===== src/sv/multichannel_input_debounce_quantizer_defines.svh =====
// Assertion macros for the debounce quantizer.
// ASSERT_IMPLY: ante holds at an edge -> cons holds at the same edge.
// ASSERT_NEXT:  ante holds at an edge -> cons holds at the next edge.
`ifndef MULTICHANNEL_INPUT_DEBOUNCE_QUANTIZER_DEFINES_SVH
`define MULTICHANNEL_INPUT_DEBOUNCE_QUANTIZER_DEFINES_SVH

`ifndef ASSERT_OFF
`define ASSERT_IMPLY(lbl, clk, rst, ante, cons, msg) \
  lbl: assert property (@(posedge clk) disable iff (rst) (ante) |-> (cons)) else $error(msg);
`define ASSERT_NEXT(lbl, clk, rst, ante, cons, msg) \
  lbl: assert property (@(posedge clk) disable iff (rst) (ante) |=> (cons)) else $error(msg);
`else
`define ASSERT_IMPLY(lbl, clk, rst, ante, cons, msg)
`define ASSERT_NEXT(lbl, clk, rst, ante, cons, msg)
`endif

`endif


===== src/sv/midq_pkg.sv =====
package midq_pkg;

  // widest sample the design supports; compares are done at this width
  localparam int MAX_SAMPLE_W = 16;
  localparam int CFG_W        = 32;
  localparam int TOL_W        = 10;
  localparam int LOW_W        = 8;

  typedef logic [2:0] level_t;
  typedef logic [MAX_SAMPLE_W-1:0] wide_t;

  typedef enum logic [1:0] {
    REG_BUTTON_MASK    = 2'd0,
    REG_TWO_LEVEL_MASK = 2'd1,
    REG_INVERTED_MASK  = 2'd2,
    REG_CHANGE_TOL     = 2'd3
  } cfg_reg_t;

  localparam logic [TOL_W-1:0] TOL_RESET = 10'd2;

  localparam wide_t THR_1 = 16'd200;
  localparam wide_t THR_2 = 16'd400;
  localparam wide_t THR_3 = 16'd600;
  localparam wide_t THR_4 = 16'd800;

  localparam level_t LVL_0 = 3'd0;
  localparam level_t LVL_1 = 3'd1;
  localparam level_t LVL_2 = 3'd2;
  localparam level_t LVL_3 = 3'd3;
  localparam level_t LVL_4 = 3'd4;

  // five-step level; inverted scale runs down from full scale
  function automatic level_t quantize(input wide_t r, input logic inv);
    level_t l;
    if (!inv) begin
      if (r < THR_1)      l = LVL_0;
      else if (r < THR_2) l = LVL_1;
      else if (r < THR_3) l = LVL_2;
      else if (r < THR_4) l = LVL_3;
      else                l = LVL_4;
    end else begin
      if (r > THR_4)      l = LVL_0;
      else if (r > THR_3) l = LVL_1;
      else if (r > THR_2) l = LVL_2;
      else if (r > THR_1) l = LVL_3;
      else                l = LVL_4;
    end
    return l;
  endfunction

endpackage


===== src/sv/multichannel_input_debounce_quantizer.sv =====
// Channel  | Signals                                   | Direction
// ---------+-------------------------------------------+----------
// input    | in_valid, in_stall, action, channel_id,   | in
//          | first_sample, second_sample               |
// output   | out_valid, out_stall, reading, reading_low,| out
//          | level, level_changed, reading_changed     |
// config   | cfg_write, cfg_index, cfg_data            | in
//
// One item per cycle while the sink does not stall; an accepted item is held in the input
// register, then written to the result register. The channel's stored reading/level entry
// is read, modified and written back between the input register and the result register.
// rst (synchronous) clears masks, tolerance (to 2), all stored entries and valids.
// in_stall rises only when the input register is full and the result register
// holds an item that the sink is stalling.
`include "multichannel_input_debounce_quantizer_defines.svh"

module multichannel_input_debounce_quantizer
  import midq_pkg::*;
#(
  parameter int CHANNELS    = 32,
  parameter int SAMPLE_BITS = 10
) (
  input  logic                   clk,
  input  logic                   rst,
  // input items
  input  logic                   in_valid,
  output logic                   in_stall,
  input  logic                   action,
  input  logic [4:0]             channel_id,
  input  logic [SAMPLE_BITS-1:0] first_sample,
  input  logic [SAMPLE_BITS-1:0] second_sample,
  // result items
  output logic                   out_valid,
  input  logic                   out_stall,
  output logic [SAMPLE_BITS-1:0] reading,
  output logic [LOW_W-1:0]       reading_low,
  output level_t                 level,
  output logic                   level_changed,
  output logic                   reading_changed,
  // configuration writes
  input  logic                   cfg_write,
  input  logic [1:0]             cfg_index,
  input  logic [CFG_W-1:0]       cfg_data
);

  localparam int CH_W = (CHANNELS > 1) ? $clog2(CHANNELS) : 1;
  localparam logic [6:0] LAST_CH = 7'(CHANNELS - 1);
  localparam logic [SAMPLE_BITS-1:0] FULL_SCALE = '1;

  // configuration registers
  logic [CFG_W-1:0] button_mask;
  logic [CFG_W-1:0] two_level_mask;
  logic [CFG_W-1:0] inverted_mask;
  logic [TOL_W-1:0] change_tolerance;

  always_ff @(posedge clk) begin
    if (rst) begin
      button_mask      <= '0;
      two_level_mask   <= '0;
      inverted_mask    <= '0;
      change_tolerance <= TOL_RESET;
    end else if (cfg_write) begin
      case (cfg_reg_t'(cfg_index))
        REG_BUTTON_MASK:    button_mask      <= cfg_data;
        REG_TWO_LEVEL_MASK: two_level_mask   <= cfg_data;
        REG_INVERTED_MASK:  inverted_mask    <= cfg_data;
        REG_CHANGE_TOL:     change_tolerance <= cfg_data[TOL_W-1:0];
        default: ;
      endcase
    end
  end

  // --------------------------------------------------------------------
  // Handshake: input register (s1) feeding the result register.
  // --------------------------------------------------------------------
  logic                   s1_valid;
  logic                   s1_action;
  logic [4:0]             s1_channel;
  logic [SAMPLE_BITS-1:0] s1_first;
  logic [SAMPLE_BITS-1:0] s1_second;

  logic advance;   // result register can take a new item
  logic move;      // s1 item is processed and written back this cycle
  logic in_accept;

  assign advance   = !out_valid || !out_stall;
  assign move      = s1_valid && advance;
  assign in_stall  = s1_valid && !advance;
  assign in_accept = in_valid && !in_stall;

  always_ff @(posedge clk) begin
    if (rst) begin
      s1_valid <= 1'b0;
    end else if (in_accept) begin
      s1_valid <= 1'b1;
    end else if (move) begin
      s1_valid <= 1'b0;
    end
  end

  always_ff @(posedge clk) begin
    if (in_accept) begin
      s1_action  <= action;
      s1_channel <= channel_id;
      s1_first   <= first_sample;
      s1_second  <= second_sample;
    end
  end

  // --------------------------------------------------------------------
  // Per-channel state
  // --------------------------------------------------------------------
  logic [SAMPLE_BITS-1:0] readings [CHANNELS];
  level_t                 levels   [CHANNELS];

  // clamp channel to the last one; the clamped value always fits in 5 bits
  logic [6:0]      ch_ext;
  logic [6:0]      ch_clamp;
  logic [CH_W-1:0] ch_idx;
  logic [4:0]      ch_bit;

  assign ch_ext   = {2'b00, s1_channel};
  assign ch_clamp = (ch_ext > LAST_CH) ? LAST_CH : ch_ext;
  assign ch_idx   = CH_W'(ch_clamp);
  assign ch_bit   = ch_clamp[4:0];

  logic                   is_two;
  logic                   is_button;
  logic                   is_inv;
  logic [SAMPLE_BITS-1:0] old_r;
  level_t                 old_l;
  logic [SAMPLE_BITS-1:0] cand;     // value that would be stored
  logic [SAMPLE_BITS-1:0] confirm;  // second sample in the same domain
  logic                   debounce;
  logic                   take;
  logic [SAMPLE_BITS-1:0] new_r;
  level_t                 calc_l;
  level_t                 new_l;
  logic [SAMPLE_BITS-1:0] diff;
  logic [MAX_SAMPLE_W+1:0] r_ext;
  wide_t                  low_full;
  logic [LOW_W-1:0]       low_sat;
  logic                   r_changed;

  always_comb begin
    is_two    = two_level_mask[ch_bit];
    is_button = button_mask[ch_bit];
    is_inv    = inverted_mask[ch_bit];
    old_r     = readings[ch_idx];
    old_l     = levels[ch_idx];

    // two-level buttons see only zero or full scale
    if (is_two) begin
      cand     = (s1_first == '0)  ? '0 : FULL_SCALE;
      confirm  = (s1_second == '0) ? '0 : FULL_SCALE;
      debounce = 1'b1;
    end else begin
      cand     = s1_first;
      confirm  = s1_second;
      debounce = is_button;
    end

    // debounced: store only a new value confirmed by the second sample
    take  = !debounce || ((cand != old_r) && (confirm == cand));
    new_r = (s1_action && take) ? cand : old_r;

    if (is_two) begin
      calc_l = (new_r == '0) ? LVL_1 : LVL_0;   // pushed reads as zero
    end else begin
      calc_l = quantize(wide_t'(new_r), is_inv);
    end
    new_l = s1_action ? calc_l : old_l;

    diff      = (old_r > new_r) ? (old_r - new_r) : (new_r - old_r);
    r_changed = wide_t'(diff) > wide_t'(change_tolerance);

    r_ext    = (MAX_SAMPLE_W + 2)'(new_r);
    low_full = r_ext[MAX_SAMPLE_W+1:2];
    low_sat  = (low_full > wide_t'(8'hFF)) ? 8'hFF : low_full[LOW_W-1:0];
  end

  always_ff @(posedge clk) begin
    if (rst) begin
      for (int i = 0; i < CHANNELS; i++) begin
        readings[i] <= '0;
        levels[i]   <= LVL_0;
      end
    end else if (move) begin
      readings[ch_idx] <= new_r;
      levels[ch_idx]   <= new_l;
    end
  end

  // --------------------------------------------------------------------
  // Result register
  // --------------------------------------------------------------------
  always_ff @(posedge clk) begin
    if (rst) begin
      out_valid <= 1'b0;
    end else if (move) begin
      out_valid <= 1'b1;
    end else if (!out_stall) begin
      out_valid <= 1'b0;
    end
  end

  always_ff @(posedge clk) begin
    if (move) begin
      reading         <= new_r;
      reading_low     <= low_sat;
      level           <= new_l;
      level_changed   <= (new_l != old_l);
      reading_changed <= r_changed;
    end
  end

  // --------------------------------------------------------------------
  // Checks
  // --------------------------------------------------------------------
  `ASSERT_NEXT(a_report_no_flags, clk, rst, move && !s1_action, !level_changed && !reading_changed, "report-only item raised a change flag")
  `ASSERT_IMPLY(a_level_range, clk, rst, out_valid, level <= LVL_4, "level above top step")
  `ASSERT_NEXT(a_two_level_map, clk, rst, move && s1_action && is_two, level == ((reading == '0) ? LVL_1 : LVL_0), "two-level channel level disagrees with reading")

endmodule


===== config.mk =====
export PLATFORM = sky130hd
export DESIGN_NAME = multichannel_input_debounce_quantizer
export DESIGN_NICKNAME = d
export VERILOG_FILES = /design/src/sv/midq_pkg.sv /design/src/sv/multichannel_input_debounce_quantizer.sv
export VERILOG_INCLUDE_DIRS = /design/src /design/src/sv
export SDC_FILE = /design/constraint.sdc
export NUM_CORES = 1
export LEC_CHECK = 0
export BUFFER_PORTS_ARGS = -buffer_cell sky130_fd_sc_hd__buf_2
export CAP_MARGIN = 20
export CORE_ASPECT_RATIO = 1.4
export CORE_MARGIN = 5
export CORE_UTILIZATION = 47
export CTS_CLUSTER_SIZE = 10
export DETAILED_ROUTE_END_ITERATION = 16
export PLACE_DENSITY = 0.63
export SETUP_SLACK_MARGIN = 0.5
export SLEW_MARGIN = 20
export SYNTH_ARGS = -nofsm -noshare
export SYNTH_HDL_FRONTEND = slang
export SYNTH_SLANG_ARGS = --single-unit

===== constraint.sdc =====
create_clock -name clk -period 8.6 [get_ports clk]
set_clock_uncertainty 0.2 [all_clocks]
set_input_delay 0.43 -clock clk [delete_from_list [all_inputs] [get_ports clk]]
set_output_delay 0.43 -clock clk [all_outputs]
set_load 0.02 [all_outputs]

==> summary.txt <==
Run status
  • Status: complete, no violations

Synth
  • Post-synth EDFFs: about 460
  • Cell Area, Synth: 26700 um2
  • Post-Synthesis Cells: roughly 2300
  • Seq/Total Area, Yosys: 0.596
  • Synth warn: 0
  • Asr flop ratio synth: 0
  • Syn_nets: 2397
  • Mean area per synthesized cell: 11.6 um2
  • Flops & latches, synth: between 500 and 600
  • Post-synthesis cell type count: 81
  • Top FF cell, synth: edfxtp_1

Global routing
  • First-pass GRT wire length: 126000 um
  • Largest net degree at the start of global routing: 87
  • Vias in the first global route: 18839
  • Initial antenna violation count: 1
  • Total GRT Usage: 0.277
  • GR Overflow Total: 0

Drt
  • Via count: between 15000 and 20000
  • WL per Instance: 27.5 um
  • Vias per cell: 5.97
  • Initial DRC Count: 1975
  • Antenna-violating nets left: 0
  • Total Wirelength: 86900 um
  • DRC viols: 0
  • Router iterations before antenna repair: 7

Place
  • RePlAce Congestion: 0.990
  • IO buf count: between 80 and 90
  • Post-DP HPWL: 60500 um

Setup path
  • R2R cell count: 31
  • Setup CP Type: reg -> reg
  • Worst R2R Setup Slack: 0.93 ns
  • Startpoint Class: flop
  • RR Startpoint: s1_channel[1]
  • Crit path DAT: 7.81 ns
  • Worst endpoint required time: just under 9 ns
  • Crit-path max cell delay: 0.55 ns
  • Crit-path max FO: 17
  • Worst R2R End: reading_changed
  • Worst path slowest cell: edfxtp_1
  • Crit end category: flop
  • Crit. Startpoint: s1_channel[1]

Clock network
  • CTS root buffer: clkbuf_16
  • Cts bufs inserted: 66
  • Max H-tree Level: 3
  • Clk buf depth: 3
  • Worst skew pair latency: 0.61 ns
  • TritonCTS clock tree: built
  • Clock sinks: 565
  • Reg clk slew, reported paths: 0.06 ns

Power
  • LEAKAGE: around 12 nW
  • Power per cell area: 226 nW/um2
  • Overall Power: around 6.8 mW
  • Maximum vdd drop: 119 uV

STA
  • FMAX: 0.130 GHz
  • Normalized max-slew margin: 0.210
  • Endpoints failing hold: 0
  • Tcrit/Tclk final: 0.891
  • Max Transition Viols Final: 0
  • RSZ-0062 raised after global routing: false
  • Final setup viols: 0
  • Minimum clock period: between 7 and 8 ns
  • Worst-margin pin slew: 1.17 ns
  • Setup tns final: 0 ns

Cells and area
  • Number of diodes: 0
  • Fill cells: ~4700
  • Ratio of cells with drive above 1 in the final layout: 0.159
  • Area Overhead vs Synth: 13.7%
  • Net count, final: around 2500

Floorplan
  • Die Span Y: just under 300 um
  • Ports: 90
  • Die area: 61700 um2
  • CORE AREA: approximately 56000 um2
  • Die width: 211 um
  • Rows: around 100
  • Effective utilization at floorplan: 0.474

Worst hold path
  • Hold Path End: s1_valid
  • Hold crit path type: in -> reg
  • Hold path start: rst
  • Hold-critical path depth: 2

Flow run
  • MaxCap Viol Count: 0
-- metrics by stage --
step	area (um2)	util	hold WS, ns	worst slack [ns]	instances
global route	30300	0.538	0.175	0.458	3162
detailed placement	27800	0.493	0.246	0.297	3005
CTS	30200	0.536	0.121	0.664	3151
floorplan	26700	-	0.232	1.15	2301
finish	30300	0.538	0.145	0.934	3162
global placement	27800	0.493	0.239	0.295	3005
-- cell usage in the layout, fill, tap and decap left out, types with 14 or more instances in the layout --
cell           count
nor3_1            14
xnor2_1           18
nor2_1           454
inv_1             46
a21o_1            18
a22oi_1           89
o21ai_0           14
buf_2             88
ha_1              29
nand2b_1          35
nand4_1           28
a21oi_1          132
mux4_2            40
dfxtp_1          108
buf_4             75
mux2_2            41
mux2i_1          155
clkbuf_16         67
nand2_1          264
dlygate4sd3_1     60
edfxtp_1         457
-- kinds of logic after synthesis --
family	share of synthesized area
AOI/OAI and AO/OA	0.0793
xor gates and xnor gates	0.00722
adders and majority gates	0.0151
buffers and inverters	0.0455
DFF	0.596
muxes	0.112
and+or+nand+nor	0.145
-- cells in the mapped netlist, types with 4 or more instances --
| library cell | number | area share |
|---|---|---|
| clkbuf_2 | 4 | 0.00075 |
| a221o_1 | 5 | 0.0019 |
| xnor2_1 | 18 | 0.0059 |
| o21ai_0 | 15 | 0.0028 |
| mux2_2 | 41 | 0.017 |
| clkbuf_1 | 118 | 0.017 |
| o21bai_1 | 5 | 0.0014 |
| nor2_1 | 456 | 0.064 |
| and4_1 | 4 | 0.0013 |
| mux2i_1 | 159 | 0.060 |
| and4b_1 | 4 | 0.0015 |
| o22ai_1 | 7 | 0.0016 |
| edfxtp_1 | 457 | 0.51 |
| mux4_2 | 40 | 0.034 |
| nor4_1 | 7 | 0.0016 |
| a22o_1 | 4 | 0.0013 |
| a221oi_1 | 4 | 0.0013 |
| ha_1 | 29 | 0.014 |
| a21oi_1 | 137 | 0.026 |
| and3b_1 | 4 | 0.0013 |
| nor2b_1 | 9 | 0.0021 |
| buf_2 | 19 | 0.0036 |
| nand4_1 | 28 | 0.0066 |
| a22oi_1 | 89 | 0.025 |
| a21o_1 | 18 | 0.0051 |
| and3_1 | 4 | 0.00094 |
| inv_1 | 46 | 0.0065 |
| a211oi_1 | 4 | 0.0011 |
| xor2_1 | 4 | 0.0013 |
| nand2b_1 | 35 | 0.0082 |
| buf_1 | 4 | 0.00056 |
| nand2_1 | 264 | 0.037 |
| nor2_2 | 5 | 0.0012 |
| buf_4 | 22 | 0.0062 |
| nand3_1 | 12 | 0.0023 |
| nor4bb_1 | 5 | 0.0019 |
| nor3_1 | 14 | 0.0026 |
| dfxtp_1 | 108 | 0.081 |
| nor4b_4 | 4 | 0.0036 |
| o211ai_1 | 5 | 0.0014 |
| buf_6 | 20 | 0.0084 |
| or3_1 | 4 | 0.00094 |
-- area by class of cell --
class / instances / area (um2) / area share
tap: 735 / 920 / 0.0303
inverter: 48 / 180 / 0.00594
timing repair buffer: 231 / 1760 / 0.0579
clock buffer: 79 / 1730 / 0.0571
clock inverter: 7 / 68.8 / 0.00227
multi-input combinational: 1497 / 9780 / 0.322
sequential: 565 / 15900 / 0.524
-- registers in the layout (all words and copies together) (netlist names), 5 cells and up --
| name | flops |
|---|---|
| reading | 10 |
| readings | 320 |
| s1_first | 10 |
| s1_channel | 5 |
| levels | 96 |
| s1_second | 10 |
| two_level_mask | 32 |
| button_mask | 32 |
| inverted_mask | 32 |
| change_tolerance | 10 |
-- worst max-delay path by stage --
stage,end,cells past startpoint
final,reading_changed,31
after global routing,reading_changed,31
after CTS,reading_changed,30
after detailed placement,reading_changed,30
after global placement,reading_changed,31
after floorplan,reading_changed,36
-- worst max-delay path: cells and delay by family (launching register included) --
| family | cells | cell delay, ns |
|---|---|---|
| buf+inv | 4 | 0.88 |
| xor+xnor | 1 | 0.11 |
| flops | 1 | 0.55 |
| simple gates | 8 | 1.77 |
| fa+ha+maj | 2 | 0.55 |
| compound gates | 15 | 3.15 |
| mux | 1 | 0.18 |
-- metal layers --
layer | vias up | part of all wire | wire length [um] | global-route usage
met5 | - | 0.00020 | 17 | 0
met4 | 2 | 0.069 | 5980 | 0.166
met3 | 217 | 0.060 | 5220 | 0.0373
met2 | 816 | 0.51 | 44100 | 0.481
met1 | 9437 | 0.36 | 31600 | 0.327
li1 | 8411 | - | - | -
-- power by group --
group / leakage (nW) / internal [mW] / switching, mW / total (mW)
logic: 5.10 / 0.423 / 0.836 / 1.26
registers: 5.58 / 3.06 / 0.0454 / 3.11
clock network: 0.882 / 1.41 / 1.06 / 2.47
total: 11.6 / 4.90 / 1.94 / 6.84
-- what timing repair did --
item	4_1_cts	5_1_grt
buffers inserted	0	11
gates resized for setup	1	9
pin swaps	0	3
setup endpoints to repair	1	1
endpoints found under the hold margin	134	0
hold buffers	60	0
No activity file was read; power rests on OpenSTA's default activity.
